### src/hw/rtl/mts_pkg.sv
`default_nettype none

package mts_pkg;

	localparam int STACK_DEPTH = 64;
	localparam int WORD_WIDTH  = 32;
	localparam int CNT_W       = $clog2(STACK_DEPTH + 1);
	localparam int ADDR_W      = $clog2(STACK_DEPTH);

	typedef logic signed [WORD_WIDTH-1:0] word_t;
	typedef logic [CNT_W-1:0]             cnt_t;
	typedef logic [ADDR_W-1:0]            addr_t;

	typedef enum logic [1:0] {
		OP_PUSH  = 2'd0,
		OP_POP   = 2'd1,
		OP_QUERY = 2'd2
	} op_t;

	typedef enum logic [1:0] {
		ST_OK        = 2'd0,
		ST_POP_EMPTY = 2'd1,
		ST_PUSH_FULL = 2'd2
	} status_t;

	typedef struct packed {
		logic [1:0] op;
		word_t      value;
	} req_item_t;

	typedef struct packed {
		word_t      top_value;
		word_t      min_value;
		logic       has_data;
		logic [1:0] status;
	} rsp_item_t;

	// controller to datapath
	typedef struct packed {
		logic accept;
		logic load;
	} mts_cmd_t;

	// datapath to controller
	typedef struct packed {
		logic pop_go;
		logic out_free;
	} mts_sts_t;

endpackage

`default_nettype wire

### src/hw/rtl/mts_dp.sv
`default_nettype none

module mts_dp import mts_pkg::*; (
	input  wire logic      clk,
	input  wire logic      arst_n,
	input  wire mts_cmd_t  cmd,
	output mts_sts_t       sts,
	input  wire req_item_t req_data,
	output logic           rsp_valid,
	input  wire logic      rsp_ready,
	output rsp_item_t      rsp_data
);

	word_t     vmem [STACK_DEPTH];
	word_t     mmem [STACK_DEPTH];
	word_t     vrd_q, mrd_q;
	word_t     top_q, mintop_q;
	cnt_t      vcnt_q, mcnt_q;
	logic      out_valid_q;
	rsp_item_t out_q;

	cnt_t      vcnt_d, mcnt_d;
	word_t     top_d, mintop_d;
	status_t   stat;
	logic      full, empty, push_ok, push_min, pop_min;
	cnt_t      vaddr_full, maddr_full;
	rsp_item_t out_direct, out_loaded;

	assign full     = (vcnt_q == CNT_W'(STACK_DEPTH));
	assign empty    = (vcnt_q == '0);
	assign push_ok  = (req_data.op == OP_PUSH) && !full;
	assign push_min = ((mcnt_q == '0) || (req_data.value <= mintop_q))
		&& (mcnt_q < CNT_W'(STACK_DEPTH));
	assign pop_min  = (mcnt_q != '0) && (top_q == mintop_q);

	assign sts.pop_go   = (req_data.op == OP_POP) && !empty;
	assign sts.out_free = !out_valid_q || rsp_ready;

	always_comb begin
		vcnt_d   = vcnt_q;
		mcnt_d   = mcnt_q;
		top_d    = top_q;
		mintop_d = mintop_q;
		stat     = ST_OK;
		case (req_data.op)
			OP_PUSH: begin
				if (full) begin
					stat = ST_PUSH_FULL;
				end else begin
					vcnt_d = vcnt_q + CNT_W'(1);
					top_d  = req_data.value;
					if (push_min) begin
						mcnt_d   = mcnt_q + CNT_W'(1);
						mintop_d = req_data.value;
					end
				end
			end
			OP_POP: begin
				if (empty) begin
					stat = ST_POP_EMPTY;
				end else begin
					vcnt_d = vcnt_q - CNT_W'(1);
					if (pop_min) begin
						mcnt_d = mcnt_q - CNT_W'(1);
					end
				end
			end
			default: begin
			end
		endcase
	end

	// new tops after a pop sit one below the new counts
	assign vaddr_full = vcnt_q - CNT_W'(2);
	assign maddr_full = pop_min ? (mcnt_q - CNT_W'(2)) : (mcnt_q - CNT_W'(1));

	always_ff @(posedge clk) begin
		if (cmd.accept && push_ok) begin
			vmem[vcnt_q[ADDR_W-1:0]] <= req_data.value;
		end
		if (cmd.accept && sts.pop_go) begin
			vrd_q <= vmem[vaddr_full[ADDR_W-1:0]];
		end
	end

	always_ff @(posedge clk) begin
		if (cmd.accept && push_ok && push_min) begin
			mmem[mcnt_q[ADDR_W-1:0]] <= req_data.value;
		end
		if (cmd.accept && sts.pop_go) begin
			mrd_q <= mmem[maddr_full[ADDR_W-1:0]];
		end
	end

	always_comb begin
		out_direct.has_data  = (vcnt_d != '0);
		out_direct.top_value = out_direct.has_data ? top_d : '0;
		out_direct.min_value = (out_direct.has_data && (mcnt_d != '0)) ? mintop_d : '0;
		out_direct.status    = stat;

		out_loaded.has_data  = (vcnt_q != '0);
		out_loaded.top_value = out_loaded.has_data ? vrd_q : '0;
		out_loaded.min_value = (out_loaded.has_data && (mcnt_q != '0)) ? mrd_q : '0;
		out_loaded.status    = ST_OK;
	end

	always_ff @(posedge clk or negedge arst_n) begin
		if (!arst_n) begin
			vcnt_q      <= '0;
			mcnt_q      <= '0;
			out_valid_q <= 1'b0;
		end else begin
			if (cmd.accept) begin
				vcnt_q <= vcnt_d;
				mcnt_q <= mcnt_d;
			end
			if ((cmd.accept && !sts.pop_go) || cmd.load) begin
				out_valid_q <= 1'b1;
			end else if (rsp_ready) begin
				out_valid_q <= 1'b0;
			end
		end
	end

	always_ff @(posedge clk) begin
		if (cmd.accept) begin
			top_q    <= top_d;
			mintop_q <= mintop_d;
		end else if (cmd.load) begin
			top_q    <= vrd_q;
			mintop_q <= mrd_q;
		end
		if (cmd.accept && !sts.pop_go) begin
			out_q <= out_direct;
		end else if (cmd.load) begin
			out_q <= out_loaded;
		end
	end

	assign rsp_valid = out_valid_q;
	assign rsp_data  = out_q;

endmodule

`default_nettype wire

### config.mk
export PLATFORM = sky130hd
export DESIGN_NAME = mts_dp
export DESIGN_NICKNAME = d
export VERILOG_FILES = /design/src/hw/rtl/mts_pkg.sv /design/src/hw/rtl/mts_dp.sv
export SDC_FILE = /design/constraint.sdc
export NUM_CORES = 2
export LEC_CHECK = 0
export CORE_UTILIZATION = 50
export DETAILED_ROUTE_END_ITERATION = 8
export DONT_BUFFER_PORTS = 1
export HOLD_SLACK_MARGIN = 0.06
export MAX_ROUTING_LAYER = met4
export PLACE_DENSITY = 0.71
export SKIP_CTS_REPAIR_TIMING = 1
export SYNTH_ARGS = -nofsm -noshare
export SYNTH_HDL_FRONTEND = slang
export SYNTH_SLANG_ARGS = --single-unit
export TNS_END_PERCENT = 5
### constraint.sdc
create_clock -name clk -period 7.9 [get_ports clk]
set_clock_uncertainty 0.1 [all_clocks]
set_input_delay 0.79 -clock clk [delete_from_list [all_inputs] [get_ports clk]]
set_output_delay 0.79 -clock clk [all_outputs]
set_load 0.1 [all_outputs]
* Yosys cells after proc, flatten, opt, wreduce, memory -nomap -nowiden *
Memory sizes are Yosys's and may differ from the RTL's. A register that Yosys moved wholly into a read port is not among the register bits.
Cells that the tools add are included.

operators by class
  multiplexer cells = 33
  reduce and logical (&&, ||, !) cells = 27
  eq/ne operators = 3
  order comparisons = 2
  add/subtract/negate cells = 6

operator list
  kind                                                 count
  2-to-1 mux 32 bit                                    13
  2-to-1 mux 67 bit                                    2
  2-to-1 mux 7 bit                                     6
  equality test 32 bit                                 1
  <= comparator 32 bit                                 1
  one-hot mux 7 bit (2 select lines)                   2
  nonzero test 7 bit                                   4
  adder 7 x 1 -> 7 bit, second input constant          2
  zero test 7 bit                                      2
  subtractor 7 x 1 -> 7 bit, second input constant     2
  subtractor 6 x 2 -> 6 bit, second input constant     2
  logical AND 1 bit                                    10
  equality test 7 bit, second input constant           1
  less-than comparator 7 bit, second input constant    1
  2-to-1 mux 1 bit                                     7
  2-to-1 mux 6 bit                                     1
  nonzero test 2 bit                                   3
  zero test 1 bit                                      4
  one-hot mux 2 bit (2 select lines)                   1
  logical OR 1 bit                                     3
  equality test 2 x 1 -> 1 bit, second input constant  1
  zero test 2 bit                                      1
  2-to-1 mux 2 bit                                     1

word-level totals
  word-level logic and storage cells = 82
  register bits after elaboration = 146
  output and inout port bits = 70
  memories = 2
  memory bits (writable) = 4,096
  bits of input ports = 39

memory list
  name  words  width  read ports  clocked after Yosys merged registers in  wr ports  line          text
  mmem  64     32     1           1                                        1         mts_dp.sv:15  word_t mmem [STACK_DEPTH];
  vmem  64     32     1           1                                        1         mts_dp.sv:14  word_t vmem [STACK_DEPTH];

* Longest topological paths before layout *
  word-level depth = 10
  depth in mapped cells = 20
  gate-level depth less buffers = 14

* Worst setup path after synthesis *
No wires, ideal clock.

  path type = register to register
  from = reg mcnt_q[0]
  to = mem mmem[19][0] (netlist bit) (enable)
  required time = 7.379 ns
  cell stages (with the launch flop) = 14
  arrival = 4.991 ns
  slack = 2.388 ns
  path buffers = 4
  library setup time = 0.421 ns
  cell sequence = dfrtp_1 -> inv_1 -> clkbuf_1 -> buf_1 -> buf_1 -> ha_1 -> nand2_1 -> or4_1 -> nand2_1 -> o21ai_1 -> mux2i_2 -> clkbuf_1 -> nand4_1 -> nor2_1

on the way
  word-level cells in the longest chain between the ends = 6

RTL lines
  item                                                                line           text
  start: declaration                                                  mts_dp.sv:18   cnt_t vcnt_q, mcnt_q;
  start signal: assignment                                            mts_dp.sv:115  mcnt_q <= mcnt_d;
  branches (longest 6 deep; another with less-than comparator 7 bit)  n/a
  end: declaration                                                    mts_dp.sv:15

Several ways; the timed one is not identified.

* Worst setup path after layout *
  from = reg mcnt_q[1]
  to = reg mrd_q[10] (read register of mmem), data pin

on the way
  word-level cells in the longest chain between the ends = 3

RTL lines
  item                                                               line          text
  branches (longest 2 deep; another with subtractor 7 x 1 -> 7 bit)  n/a
  2-to-1 mux 6 bit (*)                                               mts_dp.sv:75  assign maddr_full = pop_min ? (mcnt_q - CNT_W'(2)) : (mcnt_q - CNT_W'(1));
  end: declaration                                                   mts_dp.sv:16  word_t vrd_q, mrd_q;

Mark *: on every way between the ends.
A chain may end at the register's enable or synchronous reset.

==> out/metrics.cfg <==
[timing]
final_min_period_over_clock_period=0.833
fin_hold_ws_ps=21.9
fmax_mhz=152
fin_crit_ps=6580
drv_slew=1
timing_hold_violations_final=0
finalSetupViolCount=0
rsz0062_at_grt=false
finalSetupTns_ps=0
setup_ws_ps=1320
worst_pin_slew_ps=1490
slew_headroom=-0.00204

[place]
dpl.hpwl_um=288000
port-buffer-count=0
pre_cts_ws_ps=1820
place_congestion=1.04

[run]
max_cap_viol_count=1

[global_route]
overflow=0
grt.total_usage=0.298
antenna_found_initial=62
grt_max_degree=166
grt_pass1_wl_um=705000
grt_pass1_vias=92100

[worst_setup_path]
r2r_cells=13
crit_required_ps=8470
worstPathCellList=inv_1 > ha_4 > nand2_1 > or4_1 > nand2_1 > o21a_4 > buf_4 > buf_4 > mux4_2 > nand2_1 > a21oi_1 > nor4_1 > nand4_1
cp-start-kind=flop
worstSetupPathType=reg -> reg
crit_buf_inv=3
reg2reg_slack_ps=1320
cp_num_cells=13
crit_path_end=mrd_q[10]$_DFFE_PP_
cp-startpoint=mcnt_q[1]$_DFFE_PN0P_
r2r-start=mcnt_q[1]$_DFFE_PN0P_
cpMostUsedCell=nand2_1
worstSetupEndpointType=flop
path_max_fanout=61
cp.arrival_ps=7150
cpMaxStageDelayCell=nor4_1
crit_family=simple AND/OR/NAND/NOR gates
regToRegEndpoint=mrd_q[10]$_DFFE_PP_
critPathMaxStageDelay_ps=1170

[layout]
final_util=0.568
areaGrowthSynthToFinish_pct=12.7
fillers=24900
layout-drive-gt1-share=0.195
final_nets=9647

[power]
power_mw=67.8
peakVddDrop_mv=0.692
powerDensity_nw_per_um2=351
p_leak_nw=62.0

[synth]
syn-instance-count=9364
synth_top_flop_cell=edfxtp_1
avgSynthCellArea_um2=18.3
synth_area_um2=172000
ys_ff_latch=4306
synth_seq_area_share=0.753
synth.net_count=9449
synth_edf_count=4291
synth-async-reset-ratio=0.00348
ys_types=77
synth_warnings=0

[worst_hold_path]
hold_depth=2
hp-class=in -> reg

[floorplan]
ios=109
start_util=0.504
core_area_um2=341000
die-height_um=588
die_w_um=588
die_area_um2=346000
fp-row-count=214

[route]
drc=0
routed_wl_um=532000
dr.pass1.iters=6
drtAntennaViolNets=0
wl_per_cell_um=36.7
vias=96800
drtIter0Drc=16600
vias_per_cell=6.68

[clock_tree]
clock_path_buffers=4
tritoncts=done
numCtsBuffers=416
clock_latency_ps=990
htree_levels=5
clock_sink_count=4306
cts_root_buf=clkbuf_16
path_clk_slew_ps=60

[run_status]
status=complete, but fails checks
violations=max-capacitance violations, max-slew violations

==> metal layers <==
| metal | vias to the layer above | GRT usage | part of all wire |
|---|---|---|---|
| li1 | 38200 | - | - |
| met1 | 50200 | 0.391 | 0.35 |
| met2 | 7154 | 0.438 | 0.45 |
| met3 | 1154 | 0.0832 | 0.14 |
| met4 | 0 | 0.129 | 0.054 |
| met5 | - | - | 0 |
==> metrics by stage <==
stage	instances	area, µm²
3_3_place_gp	13600	179000
6_report	14500	193000
5_1_grt	14500	193000
3_5_place_dp	13600	179000
4_1_cts	14400	192000
2_1_floorplan	9364	172000
==> flip-flops by register name, summed over array words and instances (netlist names) <==
name	cells
vcnt_q	7
vmem	2048
rsp_data	67
top_q	32
mmem	2048
vrd_q	32
mrd_q	32
mcnt_q	7
rsp_valid	1
mintop_q	32
==> layout make-up <==
| class | instances | area (µm²) | area share |
|---|---|---|---|
| multi-input combinational | 4455 | 41200 | 0.213 |
| timing repair buffer | 339 | 3790 | 0.0196 |
| clock buffer | 505 | 10900 | 0.0561 |
| sequential | 4306 | 129000 | 0.668 |
| tap | 4536 | 5680 | 0.0293 |
| clock inverter | 253 | 2400 | 0.0124 |
| antenna | 40 | 100 | 0.000517 |
| inverter | 44 | 168 | 0.000867 |
==> cells by family after synthesis <==
family                     Yosys count  share of synthesized area
AOI/OAI and AO/OA                  859                     0.0327
and+or+nand+nor                   2150                     0.0544
adders and majority gates           46                    0.00335
xor gates and xnor gates            47                    0.00240
DFF                               4306                      0.753
muxes                             1353                      0.140
buffers and inverters              603                     0.0142
==> synth_stat cells (8+ instances only) <==
master / count / share of area
nand4_1: 116 / 0.0042
and3_1: 21 / 0.00077
buf_1: 128 / 0.0028
a311oi_1: 10 / 0.00051
clkbuf_1: 319 / 0.0070
buf_4: 8 / 0.00035
a21o_1: 11 / 0.00048
o221ai_1: 15 / 0.00077
or3_1: 9 / 0.00033
mux2i_1: 512 / 0.030
mux4_2: 835 / 0.11
nor2b_1: 54 / 0.0020
a211oi_1: 63 / 0.0028
buf_2: 103 / 0.0030
a221oi_1: 46 / 0.0023
dfrtp_1: 15 / 0.0022
xnor2_1: 10 / 0.00051
o2111ai_1: 22 / 0.0011
nor4_1: 14 / 0.00051
o22ai_1: 51 / 0.0019
a21oi_1: 224 / 0.0065
nor3_1: 21 / 0.00061
edfxtp_1: 4291 / 0.75
nand3_1: 360 / 0.010
nor2_1: 306 / 0.0067
xor2_1: 37 / 0.0019
a32oi_1: 86 / 0.0044
o21ai_0: 97 / 0.0028
o21ai_1: 52 / 0.0015
nand2_1: 1193 / 0.026
a31oi_1: 112 / 0.0041
or4_1: 8 / 0.00035
nor4_2: 8 / 0.00058
o211ai_1: 13 / 0.00057
a2111oi_0: 11 / 0.00056
ha_1: 46 / 0.0034
inv_1: 44 / 0.00096
==> cells in the final DEF, fill, tap and decap left out, types with 93 or more instances in the layout <==
cell type	count
edfxtp_1	4291
nand2_1	1192
mux4_2	835
mux2i_1	509
clkbuf_16	421
nand3_1	360
buf_4	246
a21oi_1	223
nor2_1	172
nor2_4	130
nand4_1	116
a31oi_1	112
clkinv_1	95
o21ai_0	93
==> report_power, final <==
group | switching [mW] | internal, mW | leakage, nW | total, mW
clock | 8.60 | 11.1 | 6.48 | 19.7
combinational | 14.0 | 7.50 | 16.7 | 21.5
sequential | 0.803 | 25.8 | 38.9 | 26.6
==> worst min path at each step <==
stage / to / slack [ps] / start
6_report: top_q[29]$_DFFE_PP_ / 20 / req_data[29]
4_1_cts: vcnt_q[1]$_DFFE_PN0P_ / -650 / arst_n
5_1_grt: rsp_data[10]$_DFFE_PP_ / 60 / req_data[7]
3_3_place_gp: rsp_valid$_DFFE_PN0P_ / 400 / arst_n
2_1_floorplan: mcnt_q[0]$_DFFE_PN0P_ / 390 / arst_n
3_5_place_dp: rsp_valid$_DFFE_PN0P_ / 400 / arst_n
(Power assumes the default switching activity.)
